File: src/pfde_pkg.sv
`timescale 1ns / 1ps

package pfde_pkg;

    localparam int DEF_SCREEN_WIDTH  = 256;
    localparam int DEF_SCREEN_HEIGHT = 64;

    // sized for the largest screen the block supports
    localparam int ADDR_W      = 15;
    localparam int PAGE_W      = 5;
    localparam int ROW_W       = PAGE_W + 4;
    localparam int QUEUE_DEPTH = 2;

    localparam logic [2:0] MODE_PIXEL = 3'd0;
    localparam logic [2:0] MODE_HSPAN = 3'd1;
    localparam logic [2:0] MODE_VSPAN = 3'd2;
    localparam logic [2:0] MODE_FILL  = 3'd3;
    localparam logic [2:0] MODE_READ  = 3'd4;

    localparam logic [1:0] INK_CLEAR  = 2'd0;
    localparam logic [1:0] INK_SET    = 2'd1;
    localparam logic [1:0] INK_FLIP   = 2'd2;
    localparam logic [1:0] COLOR_NONE = 2'd3;

    typedef enum logic [1:0] {
        OP_ROW,
        OP_COL,
        OP_FILL,
        OP_READ
    } op_kind_t;

    typedef struct packed {
        op_kind_t          kind;
        logic [ADDR_W-1:0] addr;
        logic [ADDR_W-1:0] last;
        logic [1:0]        color;
        logic [7:0]        mask;
        logic [PAGE_W-1:0] page;
        logic [ROW_W-1:0]  row_lo;
        logic [ROW_W-1:0]  row_hi;
        logic              zero;
    } pfde_op_t;

    typedef struct packed {
        logic clearing;
        logic read_capture;
    } pfde_status_t;

endpackage

File: src/pfde_queue.sv
`timescale 1ns / 1ps

module pfde_queue (
    input  logic               clk,
    input  logic               rst_n,
    input  logic               push,
    input  pfde_pkg::pfde_op_t wr_op,
    input  logic               pop,
    output pfde_pkg::pfde_op_t rd_op,
    output logic               full,
    output logic               empty
);
    import pfde_pkg::*;

    localparam int QAW = (QUEUE_DEPTH > 1) ? $clog2(QUEUE_DEPTH) : 1;
    localparam logic [QAW-1:0] PTR_LAST = QAW'(QUEUE_DEPTH - 1);
    localparam logic [QAW:0]   CNT_FULL = (QAW + 1)'(QUEUE_DEPTH);

    pfde_op_t       slot_reg [QUEUE_DEPTH];
    logic [QAW-1:0] wp_reg;
    logic [QAW-1:0] wp_next;
    logic [QAW-1:0] rp_reg;
    logic [QAW-1:0] rp_next;
    logic [QAW:0]   cnt_reg;
    logic [QAW:0]   cnt_next;

    always_comb
    begin
        wp_next  = wp_reg;
        rp_next  = rp_reg;
        cnt_next = cnt_reg;
        if (push)
        begin
            wp_next = (wp_reg == PTR_LAST) ? '0 : wp_reg + 1'b1;
        end
        if (pop)
        begin
            rp_next = (rp_reg == PTR_LAST) ? '0 : rp_reg + 1'b1;
        end
        if (push && !pop)
        begin
            cnt_next = cnt_reg + 1'b1;
        end
        else if (pop && !push)
        begin
            cnt_next = cnt_reg - 1'b1;
        end
    end

    always_ff @(posedge clk or negedge rst_n)
    begin
        if (!rst_n)
        begin
            wp_reg  <= '0;
            rp_reg  <= '0;
            cnt_reg <= '0;
        end
        else
        begin
            wp_reg  <= wp_next;
            rp_reg  <= rp_next;
            cnt_reg <= cnt_next;
        end
    end

    always_ff @(posedge clk)
    begin
        if (push)
        begin
            slot_reg[wp_reg] <= wr_op;
        end
    end

    assign rd_op = slot_reg[rp_reg];
    assign full  = (cnt_reg == CNT_FULL);
    assign empty = (cnt_reg == '0);

endmodule

File: config.mk
export PLATFORM = sky130hd
export DESIGN_NAME = pfde_queue
export DESIGN_NICKNAME = d
export VERILOG_FILES = /design/src/pfde_pkg.sv /design/src/pfde_queue.sv
export SDC_FILE = /design/constraint.sdc
export NUM_CORES = 1
export LEC_CHECK = 0
export ABC_AREA = 1
export BUFFER_PORTS_ARGS = -buffer_cell sky130_fd_sc_hd__buf_2
export CORE_ASPECT_RATIO = 0.5
export CORE_UTILIZATION = 52
export DETAILED_ROUTE_END_ITERATION = 6
export GPL_ROUTABILITY_DRIVEN = 1
export PLACE_DENSITY = 0.84
export RECOVER_POWER = 50
export SYNTH_ARGS = -nofsm -noshare
export SYNTH_HDL_FRONTEND = slang
export SYNTH_SLANG_ARGS = --single-unit
File: constraint.sdc
create_clock -name clk -period 4 [get_ports clk]
set_input_delay 0.8 -clock clk [delete_from_list [all_inputs] [get_ports clk]]
set_output_delay 0.8 -clock clk [all_outputs]
set_load 0.03 [all_outputs]
# Word level (Yosys, flattened, before mapping)
# Memories as Yosys holds them, arrays and structs flattened.
# Cells that the tools add are included.
[op_classes] addsub=4 n_eq_ne=1 mux=6 reduce_logical=6
[ops] cell="$mux W1" count=4
[ops] cell="$mux W2" count=2
[ops] cell="$add A1 B1 Y1 const B" count=2
[ops] cell="$add A2 B1 Y2 const B" count=1
[ops] cell="$eq A2 B2 Y1 const B" count=1
[ops] cell="$logic_and A1 B1 Y1" count=2
[ops] cell="$logic_not A1 Y1" count=2
[ops] cell="$logic_not A2 Y1" count=1
[ops] cell="$reduce_bool A2 Y1" count=1
[ops] cell="$sub A2 B1 Y2 const B" count=1
[word_totals] ff_bits=4 ramBits=132 inputBits=70 out_inout_bits=68 elab_cells=21 n_memories=1
[mem_list] memory="slot_reg" depth=2 width=66 rd=1 rd_ports_with_merged_regs=0 wr=1 line_no="pfde_queue.sv:19" rtl="pfde_op_t slot_reg [QUEUE_DEPTH];"

# Logic depth before layout (Yosys ltp)
[logic_depth] word_depth=4 depth_mapped=7 depth_no_buf=7

# Worst setup path before layout
# Ideal clock, no wire load.
[synth_path] path_kind="input to register" from="in push" to="mem slot_reg[0][0] (netlist name), enable pin" setup_time_ns=0.492 t_arrival_ns=3.608 t_required_ns=3.508 slack_ns=-0.100 path_stages=2 n_path_buf=0 path_cell_list="inv_1 -> nor2_1"
[synth_between] elab_chain_cells=2
[synth_rtl] item="start, declared" line_no="pfde_queue.sv:6" rtl="input logic push,"
[synth_rtl] item="$mux W1" line_no="pfde_queue.sv:68" rtl="if (push)"
[synth_rtl] item="$mux W1 (implied by the code)" line_no="pfde_queue.sv:70" rtl="slot_reg[wp_reg] <= wr_op;"
[synth_rtl] item="end, declared" line_no="pfde_queue.sv:19"
# Every way passes these cells.

# Worst setup path after layout
[layout_path] from="in push" to="mem slot_reg[0][63] (netlist name), enable pin"
# Same word-level chain as after synthesis.

==> flow_summary.toml <==
[outcome]
status = "finished, violations left"
failed_checks = "max-capacitance violations, max-slew violations"

[grt]
grt_antenna_before_repair = 0
grt_pass1_vias = 2611
grt.total_usage_pct = 17.3
grt_pass1_wl_mm = 12.6
grt_max_degree = 68
grt_remaining_overflow = 0

[pwr]
max-vdd-ir-drop_mv = 0.559
power_density_mw_per_mm2 = 823
power_leakage_uw = 0.00250
combPwrFrac_pct = 29.8
p_clk_share_pct = 30.3
internal-power_uw = 3640
switching_power_uw = 1700
seqPwrFrac_pct = 39.9
p_sw_share_pct = 31.9

[worst_setup_path]
rr_startpoint = "wp_reg$_DFFE_PN0P_"
start_kind = "input pin"
critPathCaptureType = "register"
worstPathMaxFanout = 41
cp.arrival_ns = 3.10
worstPathRequired_ns = 4.08
setup.worst_path.start = "push"
r2r_cells = 2
worstSetupPathType = "in -> reg"
rr_endpoint = "slot_reg[0][63]$_DFFE_PP_"
r2r_setup_slack_ns = 1.22

[clock_network]
cts_sinks = 136
clk_latency_ns = 0.39
clk_path_buf_depth = 2
ctsHoldBuffers = 0
cts_tree = "built"
clockRootBuffer = "clkbuf_16"
cts_setup_buffers = 0
clkTransAtPathRegs_ns = 0.05
cts_resized = 0
numCtsBuffers = 17
ctsHtreeMaxLevel = 4

[sta]
maxSlewViolCount = 93
hold_violations = 0
min_period_ns = 3.02
setup_viol = 0
worst_pin_slew_ns = 2.29
slew_headroom_pct = -53.1
rsz0062_at_grt = "no"
max_freq_mhz = 331
fin_ws_ns = 0.977
period_share_pct = 75.6
fin_setup_tns_ns = 0
finClkSkew_ns = 0.00499

[yosys]
synth_cells = 230
synth_area_mm2 = 0.00508
synth_area_leaders = "edfxtp_1, mux2_4, mux2_2"
yosysWarnings = 0
syn_avg_cell_area_um2 = 22.1
ys_ff_latch = 136
synth_largest_area_cell = "edfxtp_1"
synth_cell_types = 15
ys_seq_area_share_pct = 80.0
syn_nets = 301
synth_top_area_share_pct = 78.0

[route]
vias = 2532
wl_per_cell_um = 16.1
drtIter0Drc = 121
antenna_left = 0
drc_errors = 0
drt_pass1_iterations = 4
vias_per_cell = 4.79
routed_wl_mm = 8.54

[place]
detailed_place_hpwl_mm = 5.47
place.gp.congestion = 0.678
placed_cell_area_mm2 = 0.00592
io_buffers = 137
dp_worst_setup_slack_ns = 1.47

[cells_and_area]
largest_reg_flops = 132
area_growth_pct = 27.6
register_area_mm2 = 0.00407
fillers = 636
num_antenna_cells = 0
post-route-cell-area_mm2 = 0.00648
multi_input_area_um2 = 936
fin_nets = 452
post-route-util_pct = 68.4
drive_above_1_share_pct = 49.7

[floorplan]
core-area_mm2 = 0.00948
die_h_um = 71.9
initial_core_util_pct = 53.6
rows = 25
dieArea_mm2 = 0.0102
pin_count = 138
die_x_um = 142

[job]
max_cap_violations = 2

[min_path]
worstHoldPathType = "in -> async"
==> critical path, cell delays in order <==
cell and delay [ns]:
clkbuf_1 0.19, inv_1 0.06, nor2_1 1.67, buf_12 0.34
==> worst max path at each step <==
stage	endpoint	slack, ns	cells past startpoint
final	slot_reg[0][63]$_DFFE_PP_	0.98	4
after global placement	rd_op[9]	1.48	2
after global routing	slot_reg[0][63]$_DFFE_PP_	0.79	4
after floorplan	slot_reg[0][0]$_DFFE_PP_	1.04	2
after detailed placement	rd_op[41]	1.47	2
after CTS	rd_op[5]	1.03	2
==> cells in the mapped netlist, drive strengths merged <==
library cell,instances
xor2,2
mux2,66
nand4,1
nand3,1
dfrtp,4
nand2,5
xnor2,1
inv,7
nor2,3
edfxtp,132
buf,7
ha,1
==> power by group through the flow <==
stage	Combinational (uW)	Clock, uW	Sequential, uW
after floorplan	1370	0	1990
after global placement	1590	0	2130
after detailed placement	1620	0	2160
after CTS	1620	1640	2130
after global routing	1670	1700	2170
final	1590	1620	2130
==> through the flow <==
stage | hold WS, ns | total power [uW] | std cells
floorplan | 0.463 | 3360 | 230
global placement | 0.478 | 3720 | 497
detailed placement | 0.510 | 3780 | 497
CTS | 0.184 | 5400 | 529
global route | 0.227 | 5540 | 529
finish | 0.236 | 5340 | 529
==> placed cells by master, fill, tap and decap left out, types with 3 or more instances in the layout <==
| master | count |
|---|---|
| clkinv_1 | 5 |
| edfxtp_1 | 132 |
| dfrtp_1 | 3 |
| clkbuf_1 | 38 |
| clkbuf_16 | 17 |
| mux2_2 | 36 |
| buf_2 | 103 |
| mux2_4 | 30 |
| bufinv_16 | 5 |
| nor2_1 | 3 |
| inv_1 | 6 |
| nand2_1 | 5 |
==> routing by layer <==
layer | GRT usage, % | vias up | routed length, um
met5 | 0 | - | 0
met4 | 9.32 | 0 | 119
met3 | 4.62 | 9 | 296
met2 | 33.0 | 57 | 4890
met1 | 17.7 | 1260 | 3230
li1 | - | 1206 | -
==> area by class of cell <==
type                            instances  share of cell area [%]
Multi-Input combinational cell         80                    14.4
Timing Repair Buffer                  139                    10.3
Clock buffer                           21                    6.79
Tap cell                              135                    2.60
Clock inverter                         11                    2.74
Sequential cell                       136                    62.7
Inverter                                7                   0.405
==> cell families (layout without fill, tap and decap cells) <==
family,after synthesis,count (layout),synth area share (%)
simple gates,10,10,0.812
xor+xnor,3,3,0.517
fa+ha+maj,1,1,0.246
flops,136,136,80.0
mux,66,66,16.8
buf+inv,14,178,1.62
Power figures use the tool's default switching activity.
