--- src/pfde_pkg.sv ---
`timescale 1ns / 1ps

package pfde_pkg;

    localparam int DEF_SCREEN_WIDTH  = 256;
    localparam int DEF_SCREEN_HEIGHT = 64;

    // sized for the largest screen the block supports
    localparam int ADDR_W      = 15;
    localparam int PAGE_W      = 5;
    localparam int ROW_W       = PAGE_W + 4;
    localparam int QUEUE_DEPTH = 2;

    localparam logic [2:0] MODE_PIXEL = 3'd0;
    localparam logic [2:0] MODE_HSPAN = 3'd1;
    localparam logic [2:0] MODE_VSPAN = 3'd2;
    localparam logic [2:0] MODE_FILL  = 3'd3;
    localparam logic [2:0] MODE_READ  = 3'd4;

    localparam logic [1:0] INK_CLEAR  = 2'd0;
    localparam logic [1:0] INK_SET    = 2'd1;
    localparam logic [1:0] INK_FLIP   = 2'd2;
    localparam logic [1:0] COLOR_NONE = 2'd3;

    typedef enum logic [1:0] {
        OP_ROW,
        OP_COL,
        OP_FILL,
        OP_READ
    } op_kind_t;

    typedef struct packed {
        op_kind_t          kind;
        logic [ADDR_W-1:0] addr;
        logic [ADDR_W-1:0] last;
        logic [1:0]        color;
        logic [7:0]        mask;
        logic [PAGE_W-1:0] page;
        logic [ROW_W-1:0]  row_lo;
        logic [ROW_W-1:0]  row_hi;
        logic              zero;
    } pfde_op_t;

    typedef struct packed {
        logic clearing;
        logic read_capture;
    } pfde_status_t;

endpackage

--- src/pfde_cmd_if.sv ---
`timescale 1ns / 1ps

interface pfde_cmd_if;
    logic               valid;
    logic               ready;
    logic        [2:0]  mode;
    logic signed [15:0] x_pos;
    logic signed [15:0] y_pos;
    logic signed [15:0] span_end;
    logic        [1:0]  color;
    logic        [10:0] read_index;

    modport source (
        output valid,
        output mode,
        output x_pos,
        output y_pos,
        output span_end,
        output color,
        output read_index,
        input  ready
    );

    modport sink (
        input  valid,
        input  mode,
        input  x_pos,
        input  y_pos,
        input  span_end,
        input  color,
        input  read_index,
        output ready
    );
endinterface

--- src/pfde_front.sv ---
`timescale 1ns / 1ps

module pfde_front #(
    parameter int SCREEN_WIDTH  = pfde_pkg::DEF_SCREEN_WIDTH,
    parameter int SCREEN_HEIGHT = pfde_pkg::DEF_SCREEN_HEIGHT
) (
    pfde_cmd_if.sink              cmd,
    input  pfde_pkg::pfde_status_t status,
    input  logic                  q_full,
    output logic                  push,
    output pfde_pkg::pfde_op_t    op
);
    import pfde_pkg::*;

    localparam int PAGE_COUNT = (SCREEN_HEIGHT + 7) / 8;
    localparam int FB_BYTES   = PAGE_COUNT * SCREEN_WIDTH;
    localparam logic signed [16:0] W_S = 17'(SCREEN_WIDTH);
    localparam logic signed [16:0] H_S = 17'(SCREEN_HEIGHT);
    localparam logic [ADDR_W-1:0] W_A    = ADDR_W'(SCREEN_WIDTH);
    localparam logic [ADDR_W-1:0] LAST_A = ADDR_W'(FB_BYTES - 1);

    logic signed [16:0] xs;
    logic signed [16:0] ys;
    logic signed [16:0] es;
    logic signed [16:0] hs;
    logic signed [16:0] he;
    logic signed [16:0] vs;
    logic signed [16:0] ve;
    logic signed [16:0] ve_m1;
    logic signed [16:0] span_m1;
    logic signed [16:0] col_sel;
    logic               is_pixel;
    logic               row_like;
    logic               draw_ok;
    logic               h_ok;
    logic               v_ok;
    logic               keep;
    logic [PAGE_W-1:0]  h_page;
    logic [PAGE_W-1:0]  v_first;
    logic [PAGE_W-1:0]  v_last;
    logic [PAGE_W-1:0]  page_sel;
    logic [ADDR_W-1:0]  base;
    pfde_op_t           op_c;

    always_comb
    begin
        xs       = {cmd.x_pos[15], cmd.x_pos};
        ys       = {cmd.y_pos[15], cmd.y_pos};
        es       = {cmd.span_end[15], cmd.span_end};
        is_pixel = (cmd.mode == MODE_PIXEL);
        row_like = is_pixel || (cmd.mode == MODE_HSPAN);
        draw_ok  = (cmd.color != COLOR_NONE);

        // horizontal clip, a pixel is a one-column span
        hs = (xs < 0) ? '0 : xs;
        he = (es > W_S) ? W_S : es;
        if (is_pixel)
        begin
            hs = xs;
            he = xs + 17'sd1;
        end
        h_ok = (ys >= 0) && (ys < H_S)
            && (is_pixel ? ((xs >= 0) && (xs < W_S)) : (hs < he));
        span_m1 = he - hs - 17'sd1;

        // vertical clip
        vs    = (ys < 0) ? '0 : ys;
        ve    = (es > H_S) ? H_S : es;
        v_ok  = (xs >= 0) && (xs < W_S) && (vs < ve);
        ve_m1 = ve - 17'sd1;

        h_page  = ys[PAGE_W+2:3];
        v_first = vs[PAGE_W+2:3];
        v_last  = ve_m1[PAGE_W+2:3];

        // columns are mirrored in the store
        page_sel = row_like ? h_page : v_first;
        col_sel  = row_like ? (W_S - he) : (W_S - 17'sd1 - xs);
        base     = ADDR_W'(page_sel) * W_A + col_sel[ADDR_W-1:0];

        op_c       = '0;
        op_c.color = cmd.color;
        op_c.addr  = base;
        keep       = 1'b0;
        unique case (cmd.mode)
            MODE_PIXEL, MODE_HSPAN:
            begin
                op_c.kind = OP_ROW;
                op_c.last = span_m1[ADDR_W-1:0];
                op_c.mask = 8'b1 << ys[2:0];
                keep      = h_ok && draw_ok;
            end
            MODE_VSPAN:
            begin
                op_c.kind   = OP_COL;
                op_c.last   = ADDR_W'(v_last - v_first);
                op_c.page   = v_first;
                op_c.row_lo = vs[ROW_W-1:0];
                op_c.row_hi = ve[ROW_W-1:0];
                keep        = v_ok && draw_ok;
            end
            MODE_FILL:
            begin
                op_c.kind = OP_FILL;
                op_c.addr = '0;
                op_c.last = LAST_A;
                op_c.mask = 8'hFF;
                keep      = draw_ok;
            end
            MODE_READ:
            begin
                op_c.kind = OP_READ;
                op_c.addr = ADDR_W'(cmd.read_index);
                op_c.zero = (32'(cmd.read_index) >= 32'(FB_BYTES));
                keep      = 1'b1;
            end
            default:
            begin
                keep = 1'b0;
            end
        endcase
    end

    assign cmd.ready = !status.clearing && !q_full;
    assign push      = cmd.valid && cmd.ready && keep;
    assign op        = op_c;

endmodule

--- src/flat_wrapper.sv ---
// flat-port wrapper written by rule: the top's interface ports become plain ports
module pfde_front_flat import pfde_pkg::*;
#(
    parameter int SCREEN_WIDTH  = pfde_pkg::DEF_SCREEN_WIDTH,
    parameter int SCREEN_HEIGHT = pfde_pkg::DEF_SCREEN_HEIGHT
)
  (status, q_full, push, op, cmd_valid, cmd_mode, cmd_x_pos, cmd_y_pos, cmd_span_end, cmd_color, cmd_read_index, cmd_ready);
  pfde_cmd_if cmd_i ();
  input  pfde_pkg::pfde_status_t status;
  input  logic q_full;
  output logic push;
  output pfde_pkg::pfde_op_t op;
  input wire logic [$bits(cmd_i.valid)-1:0] cmd_valid;
  input wire logic [$bits(cmd_i.mode)-1:0] cmd_mode;
  input wire logic [$bits(cmd_i.x_pos)-1:0] cmd_x_pos;
  input wire logic [$bits(cmd_i.y_pos)-1:0] cmd_y_pos;
  input wire logic [$bits(cmd_i.span_end)-1:0] cmd_span_end;
  input wire logic [$bits(cmd_i.color)-1:0] cmd_color;
  input wire logic [$bits(cmd_i.read_index)-1:0] cmd_read_index;
  output wire logic [$bits(cmd_i.ready)-1:0] cmd_ready;
  assign cmd_i.valid = cmd_valid;
  assign cmd_i.mode = cmd_mode;
  assign cmd_i.x_pos = cmd_x_pos;
  assign cmd_i.y_pos = cmd_y_pos;
  assign cmd_i.span_end = cmd_span_end;
  assign cmd_i.color = cmd_color;
  assign cmd_i.read_index = cmd_read_index;
  assign cmd_ready = cmd_i.ready;
  pfde_front #(.SCREEN_WIDTH(SCREEN_WIDTH), .SCREEN_HEIGHT(SCREEN_HEIGHT)) u_core (.cmd(cmd_i), .status(status), .q_full(q_full), .push(push), .op(op));
endmodule
--- config.mk ---
export PLATFORM = sky130hd
export DESIGN_NAME = pfde_front_flat
export DESIGN_NICKNAME = d
export VERILOG_FILES = /design/src/pfde_pkg.sv /design/src/pfde_cmd_if.sv /design/src/pfde_front.sv /design/src/flat_wrapper.sv
export SDC_FILE = /design/constraint.sdc
export NUM_CORES = 1
export LEC_CHECK = 0
export BUFFER_PORTS_ARGS = -buffer_cell sky130_fd_sc_hd__buf_2
export CORE_MARGIN = 2
export CORE_UTILIZATION = 33
export DETAILED_ROUTE_END_ITERATION = 16
export GPL_TIMING_DRIVEN = 0
export PLACE_DENSITY = 0.66
export SKIP_LAST_GASP = 1
export SLEW_MARGIN = 20
export SYNTH_ARGS = -nofsm -noshare
export SYNTH_HDL_FRONTEND = slang
export SYNTH_SLANG_ARGS = --single-unit
--- constraint.sdc ---
create_clock -name vclk -period 6.9
set_clock_uncertainty 0.15 [all_clocks]
set_input_delay 1.035 -clock vclk [all_inputs]
set_output_delay 1.035 -clock vclk [all_outputs]
set_load 0.05 [all_outputs]
Yosys cells after proc, flatten, opt, wreduce, memory -nomap -nowiden

Cells that the tools add are included.

Memory bits (writable): 0
Flip-flop bits (word level): 0
Latch bits: 0
Memories kept: 0
Memory bits (read-only): 0

Muxes and demuxes: 15
$mul: 0
Shifts and indexed selects: 1
Div/mod/pow operators: 0
Magnitude comparators: 10
Bitwise gates (word level): 0
Eq/ne operators: 5
Add/sub/neg operators: 8
Reductions and logical operators: 14

Operators by type and width:

| kind                   | count |
|---|---|
| $mux 17                | 6 |
| $pmux 15 s3            | 1 |
| $lt 17x17->1           | 2 |
| $ge 16x1->1 const B    | 2 |
| $lt 16x1->1 const B    | 2 |
| $pmux 15 s2            | 1 |
| $mux 23                | 1 |
| $add 16x2->17 const B  | 1 |
| $gt 16x10->1 const B   | 1 |
| $gt 16x8->1 const B    | 1 |
| $lt 16x10->1 const B   | 1 |
| $lt 16x8->1 const B    | 1 |
| $pmux 8 s2             | 1 |
| $add 13x15->15         | 1 |
| $mux 15                | 1 |
| $sub 10x15->15 const A | 1 |
| $sub 15x15->15         | 1 |
| $sub 15x2->15 const B  | 1 |
| $sub 9x15->15 const A  | 1 |
| $logic_and 1x1->1      | 9 |
| $shl 1x3->8 const A    | 1 |
| $sub 8x2->8 const B    | 1 |
| $eq 3x2->1 const B     | 2 |
| $pmux 2 s3             | 1 |
| 11 further kinds       | 12 |

Logic depth before layout (Yosys ltp)

Gate-level depths: netlist of run 1.

Depth in word-level cells: 9
Mapped depth: 20

Least setup slack after synthesis of run 1

Ideal clock, no wire load.

Path type: input to output
Start: in cmd_span_end[11]
End: out op[48] (netlist name)
Arrival: 5.365 ns
Stages: 18
Required time: 5.715 ns
Slack: 0.350 ns
Cell sequence: or4_4 > or2_4 > o31ai_4 > a22oi_1 > inv_1 > ha_1 > inv_1 > fa_1 > nor2b_1 > o21ai_0 > a21boi_0 > o21ai_0 > a21oi_1 > a41oi_1 > a21oi_1 > a21oi_1 > xor2_1 > o21ai_0

RTL lines:

| what               | RTL line           | text |
|---|---|---|
| start: declaration | flat_wrapper.sv:17 | `input wire logic [$bits(cmd_i.span_end)-1:0] cmd_span_end;` |
| end: declaration   | flat_wrapper.sv:12 | `output pfde_pkg::pfde_op_t op;` |

==> results of run 1 <==
repair_timing:
item | 4_1_cts | 5_1_grt
hold buffers | 0 | 0
resized for setup | 0 | 2
setup endpoints to repair | 0 | 5
area by class of cell:
cell class | instances | area share
tap | 147 | 0.03847
multi-input combinational | 505 | 0.7383
buffer | 37 | 0.05417
timing repair buffer | 124 | 0.1298
inverter | 50 | 0.03926
routing by layer:
layer / track usage / vias up / share of wire
met5: 0 / - / 0
met4: 0.04797 / 0 / 0.024
met3: 0.02391 / 27 / 0.064
met2: 0.3485 / 152 / 0.45
met1: 0.2699 / 2036 / 0.46
li1: - / 2320 / -
power groups by stage:
| stage | registers [W] | logic [W] | clock network (W) |
|---|---|---|---|
| finish | 0 | 0.000506 | 0 |
| global route | 0 | 0.000552 | 0 |
| CTS | 0 | 0.000504 | 0 |
| detailed placement | 0 | 0.000501 | 0 |
| global placement | 0 | 0.000500 | 0 |
| floorplan | 0 | 0.000380 | 0 |
kinds of logic after synthesis:
group / Yosys count
multiplexers: 1
buffers and inverters: 88
other: 1
XOR/XNOR: 51
adder cells (fa/ha/maj): 61
AND/OR/NAND/NOR: 234
AO/OA/AOI/OAI: 157
stage by stage:
step	power [W]	hold slack, ns	std cells
5_1_grt	0.0005518	2.262	863
4_1_cts	0.0005039	2.232	864
3_5_place_dp	0.0005007	2.233	864
6_report	0.0005062	2.231	863
3_3_place_gp	0.0005000	2.231	864
2_1_floorplan	0.0003796	2.087	593
critical path: stages:
cell and delay (ns):
buf_2 0.12, or4_4 0.56, or2_4 0.27, o31ai_4 0.38, a22oi_1 0.20, inv_1 0.09
ha_1 0.17, inv_1 0.07, fa_1 0.40, nor2b_1 0.12, o21ai_0 0.11, a21boi_0 0.20
o21ai_0 0.17, a21oi_2 0.24, a41oi_1 0.20, a21oi_1 0.18, a21oi_1 0.09, xor2_1 0.14
o21ai_0 0.18, buf_2 0.30
how the worst max path moves through the flow:
stage / startpoint / end / slack [ns]
floorplan: cmd_span_end[11] / op[48] / 0.35
global placement: cmd_span_end[0] / op[48] / 0.26
detailed placement: cmd_span_end[0] / op[48] / 0.27
CTS: cmd_span_end[0] / op[48] / 0.24
global route: cmd_span_end[11] / op[47] / 0.06
finish: cmd_span_end[11] / op[48] / 0.48
cells in the final DEF (no fill, tap or decap), types with 3 or more instances in the layout:
cell       Yosys  layout
a211oi_1       3       3
o21a_1         5       5
and3_1         6       6
nand3b_1       4       4
a2bb2oi_1      6       6
and2_1        19      19
nand2_1       70      70
nor3_1        12      12
ha_1          58      58
o21ai_2        3       3
clkbuf_1      18      17
a221oi_1       4       4
o21bai_1       4       4
inv_1         50      50
nand2b_1       9       9
a22oi_1        3       3
a21o_1        13      13
buf_2          1     125
buf_4         11      11
o22ai_1        8       8
a21oi_1       46      45
buf_6          5       5
or3_1          6       6
xnor2_1       33      33
fa_1           3       3
a211o_1        3       3
o21ai_0       29      29
or2_2          6       6
nor2b_1       17      17
nor4_1         6       5
xor2_1        18      18
nand3_1       20      20
nand4_1        6       6
nor2_1        36      36
o221ai_1       6       6
a31oi_1        5       5
and4_1         3       3
==> results.md, run 1 <==
* P&R area growth vs syn at 20.42%
* Seq pwr share at 0
* Worst Hold Depth at 3
* Synthesized instance count at around 590
* Final Max Tran Viols at 0
* Synthesis Warnings at 0
* Hold Crit Class: in2out
* Comb pwr share at 1.000
* Cell area after layout at about 4800 sq um
* Hold Crit Endpoint: cmd_ready
* Post-Syn Area per Cell at ~6.7 sq um
* Area share of the largest cell type after synthesis at 0.1828
* Largest cells by area after synthesis: ha_1, xnor2_1, nand2_1, a21oi_1, inv_1
* Post-synth cell types at 67
* Actual slew at the worst max-slew pin at about 0.6 ns
* Placed instance area at 4775 sq um
* Final Critical Period at 6.423 ns
* Post-DR wirelength/cell at roughly 16 um
* Nets@finish at ~850
* WL final at ~13000 um
* Simple-gate share of the synthesized area at 0.3066
* Compound-cell area share of the yosys netlist at 0.2647
* Total Negative Setup Slacks at 0 ns
* Setup Fix Bufs, Post-CTS at 0
* Setup ws final at approximately 0.48 ns
* Core Region at ~12000 sq um
* Switching share of power at 0.6667
* Pwr per Cell Area at about 110 nW/um^2
* Setup WS pre-CTS at 0.2724 ns
* Post-synthesis mux area share at 0.003782
* Fmax at approximately 0.16 GHz
* Synth Net Count at 722
* Number of diodes at 0
* Initial core utilization at 0.3347
* Main combinational cell family by area after synthesis: simple AND/OR/NAND/NOR gates
* Largest net degree at the start of global routing at 11
* Final period util at 0.9308
* First-pass GRT wire length at 21450 um
* Initial DRC count at 293
* Drt pass-1 iters at 5
* Final ANT Viol Nets at 0
* Vias at ~4500
* GP Congestion at between 0.9 and 1
* Sw Pwr at ~0.00034 W
* Full die area at about 13000 sq um
* Final Hold Vio Count at 0
* Vias/cell at around 5.3
* Multi-input gate area at about 3500 sq um
* Synth Area in Adders at 0.1979
* Post-synth top cells: nand2_1, ha_1, inv_1
* Sequential-to-total area share from yosys stat at 0
* Vias in the first global route at about 4300
* P_leak at between 2 and 2.5 nW
* Endpoints failing setup at 0
* FF/Latch Area at 0 sq um
* Share of cells above drive strength 1 at 0.2416
* Crit Path Max Fanout at 7
* Num sequential at 0
* MaxCap Viol Count at 0
* WP data arrival at ~5.2 ns
* Rows at 40
* CP Launch Type: primary input
* Post-layout util at 0.4031
* Grt ovf at 0
* Die height at 113.7 um
* WS Path Type: in2out
* Cell Int Power at roughly 0.00017 W
* All-layer global routing usage at 0.2021
* Fill cells at around 1300
* Status: complete, no violations
* Hold path start: status[1]
* Die width at ~110 um
* Post-synthesis instance area at ~4000 sq um
* Synth Area in XOR/XNOR at 0.1125
* Antenna violations before repair at 0
* Dpl hpwl at between 10000 and 15000 um
* Worst path required time at between 5 and 6 ns
* Area leader, netlist: ha_1
* Top-count cell post-synth: nand2_1
* Rel. slew slack at 0.6104
* # port buffers at roughly 120
* Clk pwr share at 0
* Unrepaired setup endpoints after global routing: no
* Critical Path Sink Type: output pin
* Top Ports at 136
* Drt drc at 0
* VDD IR max at roughly 0.000048 V
* Clock buffers at 0
Power figures use the tool's default switching activity.
==> run 2, diff against run 1 <==
--- a/config.mk
+++ b/config.mk
@@ -5,11 +5,11 @@
 export SDC_FILE = /design/constraint.sdc
 export NUM_CORES = 1
 export LEC_CHECK = 0
+export ABC_AREA = 1
 export BUFFER_PORTS_ARGS = -buffer_cell sky130_fd_sc_hd__buf_2
 export CORE_MARGIN = 2
 export CORE_UTILIZATION = 33
 export DETAILED_ROUTE_END_ITERATION = 16
-export GPL_TIMING_DRIVEN = 0
 export PLACE_DENSITY = 0.66
 export SKIP_LAST_GASP = 1
 export SLEW_MARGIN = 20
==> run 2 against run 1 <==
Effect of this change: final area is 0.18% higher; worst setup slack better by 0.41 ns; synthesized cell count grew 28%; routed wire length rose by 1.9%; worst hold slack worse by 0.0052 ns; count of clock-buffer cells in the layout stayed put; core utilization shrank 0.26 points; total power fell by 3.4%; first-iteration DRC count increased by 19%; combinational power fell by 3%; largest cell class unchanged.
==> results.md, run 2 <==
* Hold Slack at 2.226 ns (-0.005160 ns)
* FF/Latch Area at 0 sq um (unchanged)
* Crit Path Max Fanout at 8 (+1)
* Most frequent cells in the layout: nand2_1, buf_2, nor2_1, inv_1, ha_1
* P&R area growth vs syn at 18.88%
* Antenna violations before repair at 0 (unchanged)
* Comb pwr share at 1.000 (about the same)
* Fill cells at 1330 (+2.9%)
* Clk pwr share at 0 (unchanged)
* Hold Crit Class: in2out
* Post-layout util at 0.4004 (-0.002641)
* First-pass GRT wire length at 21580 um (+0.61%)
* Final Max Tran Viols at 0 (unchanged)
* Pwr per Cell Area at 102.0 nW/um^2 (-3.6%)
* Initial DRC count at 348 (+19%)
* WL final at 13740 um (+1.9%)
* Post-synth cell types at 44 (-34%)
* Drt drc at 0 (unchanged)
* VDD IR max at 0.00005845 V (+23%)
* Synth Net Count at 891 (+23%)
* Switching share of power at 0.7074 (+0.04078)
* Drt pass-1 iters at 5 (unchanged)
* Endpoints failing setup at 0 (unchanged)
* Initial core utilization at 0.3368 (+0.002115)
* Final Hold Vio Count at 0 (unchanged)
* Actual slew at the worst max-slew pin at 0.7335 ns (+0.1490 ns)
* Worst path required time at 5.71 ns (about the same)
* Rel. slew slack at 0.5105 (-0.09989)
* Slowest-stage cell, CP: o32ai_1
* Final ANT Viol Nets at 0 (unchanged)
* Vias in the first global route at 4502 (+5.5%)
* Placed instance area at 4790 sq um (+0.31%)
* Cell area after layout at 4790 sq um (+0.18%)
* Unrepaired setup endpoints after global routing: no
* Area leader, netlist: ha_1
* Vias/cell at 4.888 (-7.0%)
* Clock buffers at 0 (unchanged)
* Post-Syn Area per Cell at 5.287 sq um (-21%)
* Total Negative Setup Slacks at 0 ns (unchanged)
* Number of diodes at 0 (unchanged)
* Cell Int Power at 0.0001430 W (-15%)
* Sw Pwr at 0.0003458 W (+2.5%)
* Total power at 0.0004888 W (-3.4%)
* Num sequential at 0 (unchanged)
* Final Critical Period at 6.017 ns (-0.4059 ns)
* Largest net degree at the start of global routing at 36 (+25)
* CP max stage delay at 0.37 ns (-0.19 ns)
* # port buffers at 134 (+8.1%)
* Most common cell after layout, fill and taps aside: nand2_1
* WP data arrival at 4.83 ns (-0.41 ns)
* Critical Path Sink Type: output pin
* Levels on crit path at 28 (+40%)
* MaxCap Viol Count at 0 (unchanged)
* Hold buffers post-CTS at 0 (unchanged)
* Post-DR wirelength/cell at 13.43 um (-14%)
* Full die area at 13110 sq um (+1.4%)
* Critical Path End: op[62]
* Top-count cell post-synth: nand2_1
* Delay-heaviest family, CP: simple AND/OR/NAND/NOR gates
* Die width at 114.5 um (+0.71%)
* Sequential-to-total area share from yosys stat at 0 (unchanged)
* Status: complete, no violations
* Dpl hpwl at 11730 um (+1.5%)
* Worst Path Buf+Inv at 5 (+1)
* Die height at 114.5 um (+0.71%)
* Synthesized instance count at 762 (+28%)
* Synthesis Warnings at 0 (unchanged)
* All-layer global routing usage at 0.2000 (-0.002141)
* Final period util at 0.8720 (-0.05883)
* GP Congestion at 0.8911 (-3.0%)
* Core Region at 11960 sq um (+0.84%)
* Setup Fix Bufs, Post-CTS at 0 (unchanged)
* Seq pwr share at 0 (unchanged)
* Post-synth top cells: nand2_1, nor2_1, inv_1
* Share of cells above drive strength 1 at 0.2169 (-0.02473)
* WS Path Type: in2out
* Area share of the largest cell type after synthesis at 0.1801 (-0.002668)
* Most used cell, CP: nand2_1
* Top Ports at 136 (unchanged)
* CP Launch Type: primary input
* CP Launch Point: cmd_span_end[11]
* CTS resizes at 0 (unchanged)
* Grt ovf at 0 (unchanged)
* Nets@finish at 1007 (+19%)
* Post-synthesis instance area at 4029 sq um (+1.5%)
* Rows at 40 (unchanged)
* Largest cells by area after synthesis: ha_1, nand2_1, nor2_1, inv_1, a21oi_1
* P_leak at 2.798 nW (+13%)
* Vias at 5000 (+10%)
* Fmax at 0.1662 GHz (+6.7%)
==> run 2: cell types whose count changed after synthesis, sizes merged, moves of 17 or more <==
cell   before  now
nand2      71  185
nor2       38  145
inv        50  124
xnor2      33    3
nand3      20   47
and2       19    0
nor2b      17    0
==> run 2: cells by family after synthesis <==
| family | after synthesis | share of synthesized area |
|---|---|---|
| and+or+nand+nor | 410 | 0.4463 |
| buffers and inverters | 151 | 0.1522 |
| AOI/OAI and AO/OA | 124 | 0.1730 |
| adders and majority gates | 61 | 0.1950 |
| xor gates and xnor gates | 15 | 0.03261 |
| other | 1 | 0.0009308 |
==> run 2: cell type report <==
type                       count  area, sq um  area share
inverter                     125        469.2     0.09796
multi-input combinational    611         3421      0.7142
tap                          147        183.9     0.03840
timing repair buffer         140        715.7      0.1494
==> run 2: layer usage <==
layer / global-route usage / share of wire / vias up / routed length (um)
li1: - / - / 2667 / -
met1: 0.2654 / 0.46 / 2142 / 6358
met2: 0.3594 / 0.46 / 175 / 6319
met3: 0.01112 / 0.059 / 16 / 811
met4: 0.03577 / 0.018 / 0 / 250
met5: 0 / 0 / - / 0
==> run 2: through the flow <==
stage | setup slack, ns | cells
finish | 0.8832 | 1023
global route | 0.5507 | 1023
CTS | 0.9036 | 1023
detailed placement | 0.9104 | 1023
global placement | 0.9498 | 1023
floorplan | 1.107 | 762
==> run 2: worst min-delay path by stage <==
stage | start | endpoint | cells after the start
floorplan | cmd_color[0] | op[32] | 1
global placement | cmd_color[1] | op[33] | 2
detailed placement | cmd_color[1] | op[33] | 2
CTS | cmd_color[1] | op[33] | 2
global route | cmd_color[0] | op[32] | 2
finish | cmd_color[0] | op[32] | 2
==> run 2: power groups by stage <==
stage	sequential, W	combinational, W	clock [W]
6_report	0	0.000489	0
4_1_cts	0	0.000488	0
2_1_floorplan	0	0.000365	0
5_1_grt	0	0.000540	0
3_3_place_gp	0	0.000484	0
3_5_place_dp	0	0.000485	0
==> run 3, diff against run 2 <==
--- a/config.mk
+++ b/config.mk
@@ -8,9 +8,9 @@
 export ABC_AREA = 1
 export BUFFER_PORTS_ARGS = -buffer_cell sky130_fd_sc_hd__buf_2
 export CORE_MARGIN = 2
-export CORE_UTILIZATION = 33
+export CORE_UTILIZATION = 45
 export DETAILED_ROUTE_END_ITERATION = 16
-export PLACE_DENSITY = 0.66
+export PLACE_DENSITY = 0.73
 export SKIP_LAST_GASP = 1
 export SLEW_MARGIN = 20
 export SYNTH_ARGS = -nofsm -noshare
==> run 3 against run 2 <==
Effect of this change: global-route usage grew 5.5 points; final area shrank 1.3%; final cell count fell by 4.0%; total power is 1.2% lower; sequential share of layout area unchanged.
==> results.md, run 3 (synthesis gave the netlist of run 2 again) <==
* Die height at 98.62 um (-14%)
* Total power at 0.0004828 W (-1.2%)
* Hold Slack at 2.236 ns (+0.009890 ns)
* Core Region at 8721 sq um (-27%)
* Number of diodes at 0 (unchanged)
* Top Ports at 136 (unchanged)
* Endpoints failing setup at 0 (unchanged)
* Unrepaired setup endpoints after global routing: no
* Vias at 5078 (+1.6%)
* Grt ovf at 0 (unchanged)
* WS Path Type: in2out
* Cell Int Power at 0.0001417 W (-0.87%)
* FF/Latch Area at 0 sq um (unchanged)
* GP Congestion at 0.9457 (+6.1%)
* Most frequent cells in the layout: nand2_1, buf_2, nor2_1, inv_1, ha_1
* Critical Path Sink Type: output pin
* Antenna violations before repair at 0 (unchanged)
* Vias in the first global route at 4455 (-1.0%)
* CP Launch Type: primary input
* Post-layout util at 0.5419 (+0.1415)
* Sw Pwr at 0.0003411 W (-1.4%)
* Final Critical Period at 5.981 ns (-0.03591 ns)
* Fmax at 0.1672 GHz (+0.60%)
* Total Negative Setup Slacks at 0 ns (unchanged)
* Drt drc at 0 (unchanged)
* Worst path required time at 5.71 ns (about the same)
* Most common cell after layout, fill and taps aside: nand2_1
* Share of cells above drive strength 1 at 0.2151 (-0.001792)
* Crit Path Max Fanout at 19 (+11)
* Final period util at 0.8668 (-0.005204)
* Full die area at 9726 sq um (-26%)
* Setup Fix Bufs, Post-CTS at 0 (unchanged)
* Most used cell, CP: nand2_1
* Hold Crit Class: in2out
* Final ANT Viol Nets at 0 (unchanged)
* Die width at 98.62 um (-14%)
* WL final at 12850 um (-6.5%)
* CP max stage delay at 0.38 ns (about the same)
* Rows at 34 (-15%)
* Final Hold Vio Count at 0 (unchanged)
* Fill cells at 963 (-28%)
* Post-DR wirelength/cell at 13.08 um (-2.6%)
* Final Max Tran Viols at 0 (unchanged)
* P&R area growth vs syn at 17.30%
* # port buffers at 134 (unchanged)
* Nets@finish at 1005 (-0.20%)
* WP data arrival at 4.80 ns (-0.03 ns)
* Switching share of power at 0.7064 (-0.001038)
* Clock buffers at 0 (unchanged)
* Multi-input gate area at 3421 sq um (unchanged)
* MaxCap Viol Count at 0 (unchanged)
* CTS resizes at 0 (unchanged)
* Initial DRC count at 232 (-33%)
* First-pass GRT wire length at 21100 um (-2.2%)
* Seq pwr share at 0 (unchanged)
* Status: complete, no violations
* Comb pwr share at 1.000 (about the same)
* Pwr per Cell Area at 102.2 nW/um^2 (+0.12%)
* Actual slew at the worst max-slew pin at 0.9367 ns (+0.2032 ns)
* Slowest-stage cell, CP: o32ai_1
* Rel. slew slack at 0.3732 (-0.1372)
* Largest net degree at the start of global routing at 36 (unchanged)
* Drt pass-1 iters at 5 (unchanged)
* Num sequential at 0 (unchanged)
* Hold buffers post-CTS at 0 (unchanged)
* Dpl hpwl at 10940 um (-6.7%)
* P_leak at 2.788 nW (-0.36%)
* VDD IR max at 0.00006834 V (+17%)
* All-layer global routing usage at 0.2548 (+0.05482)
* Vias/cell at 5.171 (+5.8%)
* Initial core utilization at 0.4620 (+0.1252)
* Clk pwr share at 0 (unchanged)
-- run 3: changes by cell type in the layout (fill, tap and decap cells not counted) --
cell and change:
buf_4 -2
-- run 3: cell type report --
type | count | share of cell area
Inverter | 125 | 0.09929
Multi-Input combinational cell | 611 | 0.7239
Tap cell | 108 | 0.02859
Timing Repair Buffer | 138 | 0.1483
-- run 3: power groups by stage --
| stage | Sequential (W) | Clock [W] | Combinational, W |
|---|---|---|---|
| after floorplan | 0 | 0 | 0.000365 |
| after global placement | 0 | 0 | 0.000477 |
| after detailed placement | 0 | 0 | 0.000479 |
| after CTS | 0 | 0 | 0.000482 |
| after global routing | 0 | 0 | 0.000536 |
| final | 0 | 0 | 0.000483 |
-- run 3: metrics by stage --
step | instances | instance area (sq um) | setup WS, ns
3_5_place_dp | 982 | 4726 | 0.9620
3_3_place_gp | 982 | 4726 | 0.9818
6_report | 982 | 4726 | 0.9191
4_1_cts | 982 | 4726 | 0.9536
2_1_floorplan | 762 | 4029 | 1.107
5_1_grt | 982 | 4726 | 0.5279
-- run 3: final timing paths --
check | from | end | slack [ns] | depth (start not counted)
max | cmd_span_end[11] | op[62] | 0.92 | 29
min | status[1] | cmd_ready | 2.24 | 3
-- run 3: critical path, delay by kind of cell --
family                   cells  cell delay, ns
buffers and inverters        6            0.84
AND/OR/NAND/NOR             17            1.53
adder cells (fa/ha/maj)      2            0.58
AO/OA/AOI/OAI                4            0.82
-- run 3: routing by layer --
layer	vias to the layer above	global-route usage	share of wire	routed length (um)
met4	0	0.06428	0.031	403
li1	2667	-	-	-
met2	211	0.4254	0.44	5617
met5	-	0	0	0
met3	30	0.01135	0.065	830
met1	2170	0.3609	0.47	5997
